$ cat src/hw/rtl/erd_pkg.sv
`timescale 1ns / 1ps
// erd_pkg: shared types and constants of the e-paper refresh decider.
// Depends on nothing; used by every module under hw/rtl.
package erd_pkg;

    localparam int HASH_W    = 32;
    localparam int MINUTES_W = 32;
    localparam int PCOUNT_W  = 16;
    localparam int CFG_IDX_W = 1;
    localparam int CFG_W     = 32;
    localparam int S_DATA_W  = 64;
    localparam int M_DATA_W  = 8;

    // Register indexes of the configuration port
    localparam logic [CFG_IDX_W-1:0] CFG_PARTIAL_LIMIT = 1'b0;
    localparam logic [CFG_IDX_W-1:0] CFG_MINUTE_LIMIT  = 1'b1;

    localparam logic [PCOUNT_W-1:0]  PARTIAL_LIMIT_RST = 16'd10;
    localparam logic [MINUTES_W-1:0] MINUTE_LIMIT_RST  = 32'd60;

    typedef enum logic [1:0] {
        KIND_SKIP    = 2'd0,
        KIND_PARTIAL = 2'd1,
        KIND_FULL    = 2'd2
    } t_kind;

    // One refresh request as held in the input register
    typedef struct packed {
        logic                 force_in;
        logic [MINUTES_W-1:0] minutes_in;
        logic [HASH_W-1:0]    hash_in;
    } t_req;

    // Limits from the configuration registers
    typedef struct packed {
        logic [PCOUNT_W-1:0]  partial_limit;
        logic [MINUTES_W-1:0] minute_limit;
    } t_limits;

endpackage

$ cat src/hw/rtl/erd_in_reg.sv
`timescale 1ns / 1ps
// erd_in_reg: input register of the refresh decider.
// Depends on erd_pkg (t_req).
module erd_in_reg (
    input  logic          i_clk,
    input  logic          i_rst_n,
    input  logic          i_valid,
    output logic          o_ready,
    input  erd_pkg::t_req i_req,
    output logic          o_valid,
    input  logic          i_pop,
    output erd_pkg::t_req o_req
);

    logic          r_valid;
    logic          n_valid;
    erd_pkg::t_req r_req;
    logic          take;

    // Accept when empty or when the held request leaves this cycle
    assign o_ready = !r_valid || i_pop;
    assign take    = i_valid && o_ready;

    always_comb begin
        n_valid = r_valid;
        if (take) begin
            n_valid = 1'b1;
        end else if (i_pop) begin
            n_valid = 1'b0;
        end
    end

    always_ff @(posedge i_clk) begin
        if (!i_rst_n) begin
            r_valid <= 1'b0;
        end else begin
            r_valid <= n_valid;
        end
    end

    always_ff @(posedge i_clk) begin
        if (take) begin
            r_req <= i_req;
        end
    end

    assign o_valid = r_valid;
    assign o_req   = r_req;

endmodule

$ cat src/hw/rtl/erd_core.sv
`timescale 1ns / 1ps
// erd_core: panel state, refresh decision and result register.
// Depends on erd_pkg (t_req, t_limits, t_kind).
module erd_core (
    input  logic             i_clk,
    input  logic             i_rst_n,
    input  logic             i_valid,
    output logic             o_pop,
    input  erd_pkg::t_req    i_req,
    input  erd_pkg::t_limits i_limits,
    output logic             o_valid,
    input  logic             i_ready,
    output erd_pkg::t_kind   o_kind
);

    logic                          r_drawn;
    logic [erd_pkg::HASH_W-1:0]    r_shown_hash;
    logic [erd_pkg::PCOUNT_W-1:0]  r_pcount;
    logic [erd_pkg::MINUTES_W-1:0] r_minutes;
    logic                          r_out_valid;
    erd_pkg::t_kind                r_kind;

    logic                          n_drawn;
    logic [erd_pkg::HASH_W-1:0]    n_shown_hash;
    logic [erd_pkg::PCOUNT_W-1:0]  n_pcount;
    logic [erd_pkg::MINUTES_W-1:0] n_minutes;
    logic                          n_out_valid;
    erd_pkg::t_kind                n_kind;

    logic [erd_pkg::MINUTES_W:0]   min_sum;
    logic [erd_pkg::MINUTES_W-1:0] min_sat;
    logic                          full;
    logic                          load;

    // Result slot free, or its result taken this cycle
    assign load  = i_valid && (!r_out_valid || i_ready);
    assign o_pop = load;

    assign min_sum = {1'b0, r_minutes} + {1'b0, i_req.minutes_in};
    assign min_sat = min_sum[erd_pkg::MINUTES_W] ? '1 : min_sum[erd_pkg::MINUTES_W-1:0];

    assign full = !r_drawn || i_req.force_in ||
                  (r_pcount >= i_limits.partial_limit) ||
                  (min_sat >= i_limits.minute_limit);

    always_comb begin
        n_drawn      = r_drawn;
        n_shown_hash = r_shown_hash;
        n_pcount     = r_pcount;
        n_minutes    = r_minutes;
        n_kind       = r_kind;
        n_out_valid  = r_out_valid && !i_ready;
        if (load) begin
            n_out_valid = 1'b1;
            n_minutes   = min_sat;
            if (full) begin
                n_drawn      = 1'b1;
                n_shown_hash = i_req.hash_in;
                n_pcount     = '0;
                n_minutes    = '0;
                n_kind       = erd_pkg::KIND_FULL;
            end else if (i_req.hash_in == r_shown_hash) begin
                n_kind = erd_pkg::KIND_SKIP;
            end else begin
                n_shown_hash = i_req.hash_in;
                // hold at the top instead of wrapping
                if (r_pcount != '1) begin
                    n_pcount = r_pcount + 1'b1;
                end
                n_kind = erd_pkg::KIND_PARTIAL;
            end
        end
    end

    always_ff @(posedge i_clk) begin
        if (!i_rst_n) begin
            r_drawn      <= 1'b0;
            r_shown_hash <= '0;
            r_pcount     <= '0;
            r_minutes    <= '0;
            r_out_valid  <= 1'b0;
            r_kind       <= erd_pkg::KIND_SKIP;
        end else begin
            r_drawn      <= n_drawn;
            r_shown_hash <= n_shown_hash;
            r_pcount     <= n_pcount;
            r_minutes    <= n_minutes;
            r_out_valid  <= n_out_valid;
            r_kind       <= n_kind;
        end
    end

    assign o_valid = r_out_valid;
    assign o_kind  = r_kind;

`ifndef SYNTHESIS
    a_full_clears: assert property (@(posedge i_clk) disable iff (!i_rst_n)
        (load && full) |=> (r_pcount == '0 && r_minutes == '0 && r_drawn))
        else $error("full refresh left a counter uncleared");
    a_skip_keeps_hash: assert property (@(posedge i_clk) disable iff (!i_rst_n)
        (load && !full && i_req.hash_in == r_shown_hash) |=> $stable(r_shown_hash))
        else $error("skip changed the shown hash");
    a_drawn_sticks: assert property (@(posedge i_clk) disable iff (!i_rst_n)
        r_drawn |=> r_drawn)
        else $error("panel drawn flag fell");
    a_result_held: assert property (@(posedge i_clk) disable iff (!i_rst_n)
        (r_out_valid && !i_ready) |=> (r_out_valid && $stable(r_kind)))
        else $error("stalled result lost or changed");
`endif

endmodule

$ cat src/hw/rtl/epaper_refresh_decider.sv
`timescale 1ns / 1ps
// epaper_refresh_decider: top level of the e-paper refresh decider.
// Depends on erd_pkg, erd_in_reg and erd_core.
//
// For each refresh request (content hash, minutes elapsed, force flag) the
// block returns one decision: skip, partial or full refresh. Minutes add into
// a counter that saturates at all ones; a full refresh is ordered when the
// panel was never drawn, when forced, when the partial count has reached
// partial_limit or when the updated minute count has reached minute_limit,
// and it clears both counters. Otherwise a changed hash gives a partial
// refresh (partial count saturates at 65535) and an unchanged one a skip.
// Each request passes through the input register, then through the decision
// logic into the result register. One request is accepted every cycle while
// results are taken; the state update is done in the decision logic itself,
// so consecutive requests never wait on each other. Write the limits only
// while no request is in flight.
module epaper_refresh_decider (
    input  logic                          i_clk,
    input  logic                          i_rst_n,
    // request stream
    input  logic                          s_axis_tvalid,
    output logic                          s_axis_tready,
    // [31:0] hash_in, [63:32] minutes_in
    input  logic [erd_pkg::S_DATA_W-1:0]  s_axis_tdata,
    // [0] force_in
    input  logic                          s_axis_tuser,
    // decision stream
    output logic                          m_axis_tvalid,
    input  logic                          m_axis_tready,
    // [1:0] refresh_kind, [7:2] zero
    output logic [erd_pkg::M_DATA_W-1:0]  m_axis_tdata,
    // configuration writes
    input  logic                          i_cfg_we,
    input  logic [erd_pkg::CFG_IDX_W-1:0] i_cfg_index,
    input  logic [erd_pkg::CFG_W-1:0]     i_cfg_data
);

    erd_pkg::t_limits r_limits;
    erd_pkg::t_req    s_req;
    erd_pkg::t_req    held_req;
    erd_pkg::t_kind   kind;
    logic             held_valid;
    logic             pop;

    // Limit registers: plain writes, no read-back
    always_ff @(posedge i_clk) begin
        if (!i_rst_n) begin
            r_limits.partial_limit <= erd_pkg::PARTIAL_LIMIT_RST;
            r_limits.minute_limit  <= erd_pkg::MINUTE_LIMIT_RST;
        end else if (i_cfg_we) begin
            case (i_cfg_index)
                erd_pkg::CFG_PARTIAL_LIMIT: begin
                    r_limits.partial_limit <= i_cfg_data[erd_pkg::PCOUNT_W-1:0];
                end
                erd_pkg::CFG_MINUTE_LIMIT: begin
                    r_limits.minute_limit <= i_cfg_data[erd_pkg::MINUTES_W-1:0];
                end
                default: begin
                    r_limits <= r_limits;
                end
            endcase
        end
    end

    // Unpack the request transaction
    assign s_req.hash_in    = s_axis_tdata[erd_pkg::HASH_W-1:0];
    assign s_req.minutes_in = s_axis_tdata[erd_pkg::S_DATA_W-1:erd_pkg::HASH_W];
    assign s_req.force_in   = s_axis_tuser;

    erd_in_reg u_in_reg (
        .i_clk   (i_clk),
        .i_rst_n (i_rst_n),
        .i_valid (s_axis_tvalid),
        .o_ready (s_axis_tready),
        .i_req   (s_req),
        .o_valid (held_valid),
        .i_pop   (pop),
        .o_req   (held_req)
    );

    erd_core u_core (
        .i_clk    (i_clk),
        .i_rst_n  (i_rst_n),
        .i_valid  (held_valid),
        .o_pop    (pop),
        .i_req    (held_req),
        .i_limits (r_limits),
        .o_valid  (m_axis_tvalid),
        .i_ready  (m_axis_tready),
        .o_kind   (kind)
    );

    // Pad the decision to a whole byte
    assign m_axis_tdata = {{(erd_pkg::M_DATA_W-2){1'b0}}, kind};

endmodule
$ cat config.mk
export PLATFORM = sky130hd
export DESIGN_NAME = epaper_refresh_decider
export DESIGN_NICKNAME = d
export VERILOG_FILES = /design/src/hw/rtl/erd_pkg.sv /design/src/hw/rtl/erd_in_reg.sv /design/src/hw/rtl/erd_core.sv /design/src/hw/rtl/epaper_refresh_decider.sv
export SDC_FILE = /design/constraint.sdc
export NUM_CORES = 1
export LEC_CHECK = 0
export BUFFER_PORTS_ARGS = -buffer_cell sky130_fd_sc_hd__buf_2
export CAP_MARGIN = 20
export CORE_MARGIN = 1
export CORE_UTILIZATION = 50
export CTS_BUF_LIST = sky130_fd_sc_hd__clkbuf_8 sky130_fd_sc_hd__clkbuf_16
export DETAILED_ROUTE_END_ITERATION = 10
export GPL_ROUTABILITY_DRIVEN = 0
export PLACE_DENSITY = 0.68
export SLEW_MARGIN = 20
export SYNTH_ARGS = -nofsm -noshare
export SYNTH_HDL_FRONTEND = slang
export SYNTH_SLANG_ARGS = --single-unit
$ cat constraint.sdc
create_clock -name i_clk -period 5.73 [get_ports i_clk]
set_input_delay 1.146 -clock i_clk [delete_from_list [all_inputs] [get_ports i_clk]]
set_output_delay 1.146 -clock i_clk [all_outputs]
set_load 0.05 [all_outputs]
# After elaboration in Yosys (flattened, before gate mapping)
# Index checks and enable logic that the tools add are counted.
# classes
add_sub_neg	2
n_lt_le_gt_ge	2
n_eq_ne	3
mux	12
n_bitwise	1
n_reduce_logical	19
# ops
operator	n
two-way mux 32 bit	4
two-way mux 16 bit	3
adder 32 x 32 -> 33 bit	1
== test 32 bit	1
>= comparator 32 bit	1
adder 16 x 1 -> 16 bit (second input constant)	1
>= comparator 16 bit	1
inequality test 16 bit (second input constant)	1
AND reduction 2 bit	4
logical OR 1 bit	5
logical NOT 1 bit	4
two-way mux 1 bit	4
nonzero test 2 bit	2
logical AND 1 bit	3
AND reduction 3 bit	1
two-way mux 2 bit	1
inequality test 2 x 1 -> 1 bit (second input constant)	1
NOT 1 bit	1
# word_totals
register_bits	198
output_inout_bits	10
elab_cells	51

# Logic depth before layout (Yosys ltp)
# Gate-level depths: netlist of the first run.
# logic_depth
word_depth	6
depth_mapped	22
ltp_nobuf	18

# Cells and area by module
# From an unflattened synthesis of the first run, not the netlist that was laid out.
# unflattened
hier_cells	1068
area_unflattened_um2	10506.3
# modules_own_cells
module	instances	cells_each	area_each_um2
erd_core	1	787	6483.7
epaper_refresh_decider	1	211	2013.2
erd_in_reg	1	70	2009.4

# Least setup slack after synthesis of the first run
# Ideal clock, no wire load.
# synth_path
path_kind	reg-to-reg
startpoint	register u_in_reg.r_req, in the netlist u_in_reg.o_req[32]
endpoint	register u_core.r_pcount[8] in the netlist's numbering
setup_time_ps	59
t_arrival_ps	4112
t_required_ps	5671
path_slack_ps	1558
stages_incl_launch_ff	21
cell_sequence	edfxtp_1 > ha_1 > fa_1 > a211oi_1 > o211ai_1 > nand4_1 > a31oi_2 > nand2_1 > and2_1 > buf_2 > buf_6 > nand2_1 > ha_1 > and2_1 > a221oi_1 > o21ai_0 > a21oi_1 > o21a_4 > nand3_2 > or4_1 > nand2_1
# synth_between
elab_chain_len	6
elab_cells_between_ends	8
classes_between	add/sub (1); order compare (1); eq/ne (1); mux (2); reduce/logical (3)
# synth_rtl
item	line	source
start, declared	erd_in_reg.sv:17	erd_pkg::t_req r_req;
start signal, assigned	erd_in_reg.sv:43	r_req <= i_req;
adder 32 x 32 -> 33 bit (*)	erd_core.sv:39	assign min_sum = {1'b0, r_minutes} + {1'b0, i_req.minutes_in};
two-way mux 32 bit (*)	erd_core.sv:40	assign min_sat = min_sum[erd_pkg::MINUTES_W] ? '1 : min_sum[erd_pkg::MINUTES_W-1:0];
>= comparator 32 bit (*)	erd_core.sv:44	(min_sat >= i_limits.minute_limit);
logical OR 1 bit (*)	erd_core.sv:43	(r_pcount >= i_limits.partial_limit) ||
inequality test 2 x 1 -> 1 bit (no source line) or nonzero test 2 bit (tied branches)	-	
AND reduction 3 bit (no source line)	-	
end signal, assigned	erd_core.sv:86	r_pcount <= n_pcount;
end, declared	erd_core.sv:18	logic [erd_pkg::PCOUNT_W-1:0] r_pcount;
# Every way passes the cells marked *; elsewhere a longest branch is shown, timed or not.
# A chain may end at the register's enable or synchronous reset.

# Final worst setup path of the first run
# layout_path
startpoint	register u_in_reg.r_req, in the netlist u_in_reg.o_req[32]
endpoint	register u_core.r_pcount[14] in the netlist's numbering
# Same word-level chain as after synthesis.

==> impl_metrics.py, run 1 <==
metrics = {
    "route": {
        "routed_via_density": 5.45,
        "wl_per_cell_um": 16.3,
        "wl_um": 24400,
        "drtAntennaViolNets": 0,
        "num_vias": 8185,
        "firstDrtPassIters": 5,
        "drc": 0,
        "detail_route.iter0.violations": 410,
    },
    "pwr": {
        "switchingPower_uw": 845,
        "power_mw": 3.07,
        "sequentialPowerShare_pct": 50.3,
        "power.combinational.fraction_pct": 10.5,
        "power_report.internal_total_mw": 2.23,
        "clock_power_share_pct": 39.2,
        "switching_share_pct": 27.5,
        "power-per-cell-area_mw_per_mm2": 261,
        "power.static_leakage_nw": 4.97,
        "irDropWorstVdd_mv": 0.188,
    },
    "worst_setup_path": {
        "setup.worst_path.start_class": "register",
        "worst_r2r_path_depth": 18,
        "crit_path_max_fanout": 24,
        "crit_path_end_kind": "register",
        "path_class": "register to register",
        "cp.required_ps": 6090,
        "critical_path_arrival_ps": 5590,
    },
    "timing": {
        "final_hold_viol_count": 0,
        "period_needed_ps": 5240,
        "final-setup-viol-count": 0,
        "timing_worst_slew_pin_value_ps": 1140,
        "worst_slack_ps": 494,
        "timing.slew.headroom_pct": 23.4,
        "final_min_period_over_clock_period_pct": 91.4,
        "slew_viol_final": 0,
        "totalNegativeSetupSlack_ps": 0,
        "rsz0062_at_grt": "no",
        "fmax_mhz": 191,
        "final.setup_skew_ps": 19.1,
    },
    "clock_tree": {
        "tritoncts": "built",
        "cts_sinks": 198,
        "cts_hold_buffers": 0,
        "ctsResizeCount": 0,
        "cts_setup_buffers": 0,
        "clock_tree.root_cell": "sky130_fd_sc_hd__clkbuf_16",
        "numCtsBuffers": 17,
        "clk_latency_ps": 460,
        "h-tree-depth": 4,
        "path_clk_slew_ps": 80,
        "clock_path_buffers": 2,
    },
    "floorplanning": {
        "coreArea_mm2": 0.0204,
        "ioPinCount": 113,
        "die-height_um": 147,
        "start_util_pct": 51.4,
        "num_rows": 52,
        "die_w_um": 147,
        "fp.dieArea_mm2": 0.0215,
    },
    "final_layout": {
        "fin_nets": 1404,
        "layout.cell_area.non_filler_mm2": 0.0118,
        "final_core_util_pct": 57.8,
        "layout-drive-gt1-share_pct": 15.7,
        "insertedDiodeCount": 0,
        "syn_to_final_growth_pct": 12.4,
    },
    "placement": {
        "dp_slack_ps": 608,
        "port_buffers": 106,
        "placed_area_mm2": 0.0112,
        "final_hpwl_dp_um": 17500,
    },
    "global_route": {
        "grt_total_ovfl": 0,
        "via_count_of_the_first_global_routing_pass": 7791,
        "global_route_wire_length_before_repair_um": 39400,
        "groute.usage.overall_pct": 23.4,
        "grt_antenna_before_repair": 0,
        "maximum_number_of_pins_on_one_net_before_global_route_repair": 78,
    },
    "logic_synthesis": {
        "synth_top_area_share_pct": 25.4,
        "ys_ff_latch": 198,
        "synthesis.yosys.warnings": 0,
        "async_reset_ff_share_pct": 0,
        "most_area_consuming_cells_after_synthesis": "sky130_fd_sc_hd__dfxtp_1, sky130_fd_sc_hd__edfxtp_1, sky130_fd_sc_hd__ha_1",
        "yosys.cell_types.count": 67,
        "synth_sequential_area_ratio_pct": 44.1,
        "syn-instance-count": 1138,
        "synth.avg_cell_area_um2": 9.20,
        "edff_count_synth": 65,
        "synthesis.area_mm2": 0.0105,
        "synth_top_cell_by_area": "sky130_fd_sc_hd__dfxtp_1",
        "synth_ff_type": "sky130_fd_sc_hd__dfxtp_1",
    },
    "hold_path": {
        "holdCritPathClass": "register to register",
        "whs_path_depth": 1,
    },
    "status": {
        "run_status": "complete, no violations",
    },
    "run": {
        "timing.max_cap.violations": 0,
    },
}
==> metal layers <==
layer  global-route usage, %  vias up  routed length, um
met5                       0        -                  0
met3                    4.69       37               1080
met4                    8.39        0                569
met1                    29.0     3789              10900
met2                    40.2      172              11900
li1                        -     4187                  -
==> metrics by stage <==
stage	hold WS (ps)	cells
floorplan	429	1143
CTS	469	1502
finish	462	1502
global route	485	1502
global placement	446	1470
detailed placement	448	1470
==> power by group through the flow <==
stage	Sequential (mW)	Clock (mW)	Combinational, mW
after floorplan	1.57	0	0.221
after global placement	1.58	0	0.318
after detailed placement	1.58	0	0.324
after CTS	1.54	1.23	0.326
after global routing	1.55	1.28	0.365
final	1.54	1.20	0.324
==> layout by cell type, fill, tap and decap left out, drive strengths merged, types with 3 or more instances in the layout <==
| cell | instances |
|---|---|
| clkbuf | 17 |
| xnor2 | 17 |
| clkinv | 8 |
| nor2 | 72 |
| and3 | 11 |
| o211ai | 16 |
| conb | 6 |
| xor2 | 42 |
| nand3 | 18 |
| a21o | 12 |
| nand2 | 207 |
| a21boi | 44 |
| a21oi | 53 |
| edfxtp | 65 |
| nor3 | 10 |
| and2 | 10 |
| buf | 116 |
| a31o | 33 |
| ha | 81 |
| o41ai | 4 |
| o21ai | 49 |
| nor2b | 8 |
| a211oi | 5 |
| a22o | 26 |
| nand4 | 18 |
| o21bai | 3 |
| nand2b | 13 |
| a221oi | 3 |
| or3 | 4 |
| a22oi | 3 |
| nor4 | 14 |
| o21a | 8 |
| dfxtp | 133 |
| inv | 66 |
| a31oi | 13 |
==> synth_stat cells (3+ instances only) <==
cell type,count
sky130_fd_sc_hd__o41ai_1,4
sky130_fd_sc_hd__nand4_1,18
sky130_fd_sc_hd__nor2b_1,8
sky130_fd_sc_hd__xnor2_1,17
sky130_fd_sc_hd__and2_1,9
sky130_fd_sc_hd__nor3_1,10
sky130_fd_sc_hd__buf_2,18
sky130_fd_sc_hd__o21ai_0,45
sky130_fd_sc_hd__nor2_1,72
sky130_fd_sc_hd__a21boi_0,43
sky130_fd_sc_hd__nor4_1,14
sky130_fd_sc_hd__a31oi_1,12
sky130_fd_sc_hd__nand2_1,207
sky130_fd_sc_hd__a31o_2,32
sky130_fd_sc_hd__xor2_1,42
sky130_fd_sc_hd__clkbuf_1,32
sky130_fd_sc_hd__o21bai_1,3
sky130_fd_sc_hd__inv_1,59
sky130_fd_sc_hd__o21ai_1,4
sky130_fd_sc_hd__or3_1,4
sky130_fd_sc_hd__dfxtp_1,133
sky130_fd_sc_hd__a21oi_1,52
sky130_fd_sc_hd__ha_1,81
sky130_fd_sc_hd__buf_4,6
sky130_fd_sc_hd__o211ai_1,16
sky130_fd_sc_hd__a211oi_1,3
sky130_fd_sc_hd__nand3_1,17
sky130_fd_sc_hd__and3_1,11
sky130_fd_sc_hd__edfxtp_1,65
sky130_fd_sc_hd__o21a_1,7
sky130_fd_sc_hd__a22oi_1,3
sky130_fd_sc_hd__a22o_1,26
sky130_fd_sc_hd__nand2b_1,13
sky130_fd_sc_hd__a21o_1,12
==> state kept, by name, summed over array words and instances, names as in the netlist <==
signal               count
u_core.r_shown_hash     32
u_in_reg.o_valid         1
u_core.r_pcount         16
u_core.r_drawn           1
u_core.r_minutes        32
u_core.o_kind            2
r_limits                48
u_core.o_valid           1
u_in_reg.o_req          65
==> kinds of logic (layout without fill, tap and decap cells) <==
family	count (synthesis)	count (layout)	synth area share (%)
AND/OR/NAND/NOR	389	389	16.4
flip-flops	198	198	44.1
XOR/XNOR	59	59	4.93
multiplexers	2	2	0.191
other	1	6	0.0358
buffers and inverters	118	207	4.80
AO/OA/AOI/OAI	289	289	19.8
adder cells (fa/ha/maj)	82	82	9.87
==> layout make-up <==
| cell class | instances | area (um2) |
|---|---|---|
| clock buffer | 17 | 425 |
| clock inverter | 15 | 176 |
| fill | 1817 | 8590 |
| inverter | 59 | 221 |
| multi-input combinational | 827 | 5380 |
| sequential | 198 | 4610 |
| tap | 270 | 338 |
| timing repair buffer | 116 | 621 |
==> path summary, 6_finish.rpt <==
path,startpoint,to,slack [ps]
hold reg to reg,u_core.r_drawn,u_core.r_drawn,460
setup reg to reg,u_in_reg.o_req[32],u_core.r_pcount[14],490
setup / recovery,u_in_reg.o_req[32],u_core.r_pcount[14],490
hold / removal,u_core.r_drawn,u_core.r_drawn,460
==> critical path: stages, from the launching register on <==
cell,delay [ps]
sky130_fd_sc_hd__edfxtp_1,370
sky130_fd_sc_hd__ha_1,250
sky130_fd_sc_hd__fa_1,430
sky130_fd_sc_hd__a211oi_1,290
sky130_fd_sc_hd__o211ai_1,150
sky130_fd_sc_hd__nand4_1,160
sky130_fd_sc_hd__a31oi_2,150
sky130_fd_sc_hd__nand2_1,140
sky130_fd_sc_hd__and2_1,230
sky130_fd_sc_hd__buf_4,320
sky130_fd_sc_hd__nand2_1,140
sky130_fd_sc_hd__ha_1,320
sky130_fd_sc_hd__a21o_1,180
sky130_fd_sc_hd__a221oi_1,240
sky130_fd_sc_hd__o21ai_0,160
sky130_fd_sc_hd__a21oi_1,420
sky130_fd_sc_hd__o211ai_1,560
sky130_fd_sc_hd__or2_0,410
sky130_fd_sc_hd__o41ai_1,220
Note: power is estimated with default switching activity, not from simulation.
==> inputs of run 2 (changes only) <==
Settings changed: ABC_AREA from default to 1, PLACE_DENSITY 0.68 to 0.67.
==> run 2 against run 1 <==
Against the previous run:
- via count up 17%
- routed wire length is 10% higher
- critical path depth increased by 6
- power increased by 5.6%
- setup slack better by 370 ps
- maximum frequency is 7.5% higher
- synthesized area is 5.8% higher
- synthesized cell count rose by 26%
- clock power rose by 5%
- die area grew 5.7%
- clock skew fell by 5.4 ps
==> impl_metrics.py, run 2 <==
metrics = {
    "global_route": {
        "maximum_number_of_pins_on_one_net_before_global_route_repair": 71,
        "grt_antenna_before_repair": 2,
        "via_count_of_the_first_global_routing_pass": 8867,
        "global_route_wire_length_before_repair_um": 43400,
        "grt_total_ovfl": 0,
        "groute.usage.overall_pct": 24.6,
    },
    "timing": {
        "final.setup_skew_ps": 13.7,
        "timing_worst_slew_pin_value_ps": 1020,
        "rsz0062_at_grt": "no",
        "period_needed_ps": 4870,
        "final_hold_viol_count": 0,
        "slew_viol_final": 0,
        "final-setup-viol-count": 0,
        "totalNegativeSetupSlack_ps": 0,
        "final_min_period_over_clock_period_pct": 85.0,
        "timing.slew.headroom_pct": 32.0,
        "fmax_mhz": 205,
    },
    "floorplanning": {
        "die_w_um": 151,
        "ioPinCount": 113,
        "fp.dieArea_mm2": 0.0228,
        "num_rows": 54,
        "coreArea_mm2": 0.0218,
        "die-height_um": 151,
        "start_util_pct": 50.9,
    },
    "worst_setup_path": {
        "worst_path_most_repeated_cell": "sky130_fd_sc_hd__nand2_1",
        "crit_path_max_fanout": 38,
        "worstSetupEndpoint": "u_core.r_pcount[0]",
        "crit_path_end_kind": "register",
        "cp-startpoint": "u_in_reg.o_req[32]",
        "setup.worst_path.start_class": "register",
        "cp.required_ps": 6070,
        "critical_path_arrival_ps": 5210,
        "worst_path_largest_cell_delay_ps": 520,
        "worst_r2r_path_depth": 24,
        "crit_family": "simple AND/OR/NAND/NOR gates",
        "timing.critical_path.depth": 24,
        "cp.buffers_inverters": 2,
        "crit_path_top_delay_cell": "sky130_fd_sc_hd__nand2_2",
        "path_cells": "ha_1 -> fa_1 -> nand3_1 -> nand2_1 -> nand2_1 -> nand2_1 -> nand2_1 -> nand2_1 -> nand2_2 -> nand3_4 -> inv_4 -> nand3_1 -> ha_1 -> nand2_1 -> nor2_1 -> nand4_1 -> nor2_1 -> nand2_1 -> nand3_2 -> nand2_2 -> nand2_4 -> clkinv_2 -> nor2_1 -> nor2_1",
        "r2r_start": "u_in_reg.o_req[32]",
        "path_class": "register to register",
        "reg2reg_to": "u_core.r_pcount[0]",
        "regToRegSetupSlack_ps": 860,
    },
    "logic_synthesis": {
        "synth_top_cell_by_area": "sky130_fd_sc_hd__dfxtp_1",
        "synth_sequential_area_ratio_pct": 41.6,
        "yosysMostFrequentCell": "sky130_fd_sc_hd__nand2_1",
        "async_reset_ff_share_pct": 0,
        "synth_top_area_share_pct": 24.0,
        "ys_ff_latch": 198,
        "most_area_consuming_cells_after_synthesis": "sky130_fd_sc_hd__dfxtp_1, sky130_fd_sc_hd__edfxtp_1, sky130_fd_sc_hd__nand2_1",
        "yosys.cell_types.count": 46,
        "synth.avg_cell_area_um2": 7.74,
        "syn-instance-count": 1432,
        "edff_count_synth": 65,
        "synthesis.yosys.warnings": 0,
        "synthesis.area_mm2": 0.0111,
        "post_synth_most_frequent_cells": "sky130_fd_sc_hd__nand2_1, sky130_fd_sc_hd__a21oi_1, sky130_fd_sc_hd__inv_1, sky130_fd_sc_hd__dfxtp_1, sky130_fd_sc_hd__nand3_1",
        "synth_ff_type": "sky130_fd_sc_hd__dfxtp_1",
    },
    "route": {
        "drc": 0,
        "wl_um": 26900,
        "drtAntennaViolNets": 0,
        "detail_route.iter0.violations": 589,
        "wl_per_cell_um": 14.8,
        "num_vias": 9584,
        "firstDrtPassIters": 5,
        "routed_via_density": 5.29,
    },
    "clock_tree": {
        "numCtsBuffers": 17,
        "ctsResizeCount": 0,
        "path_clk_slew_ps": 80,
        "h-tree-depth": 4,
        "clock_path_buffers": 2,
        "cts_sinks": 198,
        "clock_tree.root_cell": "sky130_fd_sc_hd__clkbuf_16",
        "clk_latency_ps": 450,
        "cts_hold_buffers": 0,
        "cts_setup_buffers": 0,
        "tritoncts": "built",
    },
    "final_layout": {
        "filler_instances": 2074,
        "most-common-layout-cells": "sky130_fd_sc_hd__nand2_1, sky130_fd_sc_hd__a21oi_1, sky130_fd_sc_hd__inv_1",
        "largest_register_ffs": 65,
        "layout.cells.most_common": "sky130_fd_sc_hd__nand2_1",
        "fin_nets": 1702,
        "area.sequential_mm2": 0.00461,
        "syn_to_final_growth_pct": 11.9,
        "layout.cell_area.non_filler_mm2": 0.0124,
        "multi_input_comb_area_mm2": 0.00560,
        "layout-drive-gt1-share_pct": 12.9,
    },
    "pwr": {
        "switchingPower_uw": 930,
        "switching_share_pct": 28.7,
        "power.static_leakage_nw": 5.69,
        "power.combinational.fraction_pct": 13.1,
        "clock_power_share_pct": 38.8,
        "power_report.internal_total_mw": 2.32,
        "sequentialPowerShare_pct": 48.2,
        "irDropWorstVdd_mv": 0.163,
        "power-per-cell-area_mw_per_mm2": 262,
    },
    "run": {
        "timing.max_cap.violations": 0,
    },
    "hold_path": {
        "holdCritPathClass": "register to register",
    },
    "placement": {
        "final_hpwl_dp_um": 19700,
        "port_buffers": 106,
        "placed_area_mm2": 0.0118,
    },
    "status": {
        "run_status": "complete, no violations",
    },
}
-- run 2: changes by cell type after synthesis, sizes merged, moves of 11 or more --
cell,previous run,this run
a21boi,44,0
a21oi,53,159
a22o,26,0
a31o,33,0
a31oi,13,2
and3,11,0
inv,59,161
nand2,207,321
nand2b,13,0
nand3,18,153
nor2,72,132
o21ai,49,61
or2,1,12
xor2,42,29
-- run 2: worst min path at each step --
| stage | from | to | slack, ps | cells after the start |
|---|---|---|---|---|
| floorplan | r_limits[10] | r_limits[10] | 440 | 2 |
| global placement | u_core.r_drawn | u_core.r_drawn | 450 | 2 |
| detailed placement | r_limits[34] | r_limits[34] | 450 | 2 |
| CTS | u_core.r_drawn | u_core.r_drawn | 460 | 2 |
| global route | r_limits[39] | r_limits[39] | 480 | 2 |
| finish | r_limits[39] | r_limits[39] | 460 | 2 |
-- run 2: through the flow --
stage	worst slack (ps)	std cells	power (mW)	hold WS, ps	utilization [%]
floorplan	2220	1437	1.89	435	-
global placement	966	1778	2.01	452	54.1
detailed placement	896	1778	2.02	454	54.1
CTS	880	1810	3.27	465	57.0
global route	393	1810	3.39	477	57.0
finish	860	1811	3.24	462	57.0
-- run 2: power groups by stage --
stage	combinational (mW)	clock (mW)	sequential [mW]
floorplan	0.306	0	1.59
global placement	0.412	0	1.59
detailed placement	0.422	0	1.59
CTS	0.426	1.28	1.56
global route	0.483	1.34	1.57
finish	0.424	1.26	1.56
-- run 2: worst min-delay path, cell delays in order, from the launching register on --
cell                      delay (ps)
sky130_fd_sc_hd__dfxtp_1         300
sky130_fd_sc_hd__inv_1            60
sky130_fd_sc_hd__a21oi_1          50
-- run 2: routing by layer --
metal  part of all wire, %  wire, um  global-route usage, %
met5                     0         0                      0
met4                   3.4       910                   10.4
met3                   5.2      1400                   4.31
met2                    48     13000                   42.1
met1                    43     11500                   30.3
-- run 2: cells by family after synthesis --
family          share of synthesized area, %
simple gates                            26.1
compound gates                          11.6
other cells                           0.0338
fa+ha+maj                               9.33
buf+inv                                 8.02
xor+xnor                                3.32
flops                                   41.6
-- run 2: cell type report --
type,count,share of cell area [%]
Clock buffer,17,3.43
Tap cell,280,2.83
Multi-Input combinational cell,1022,45.1
Timing Repair Buffer,113,4.70
Clock inverter,15,1.64
Inverter,165,5.02
Sequential cell,198,37.2
Antenna cell,1,0.0202
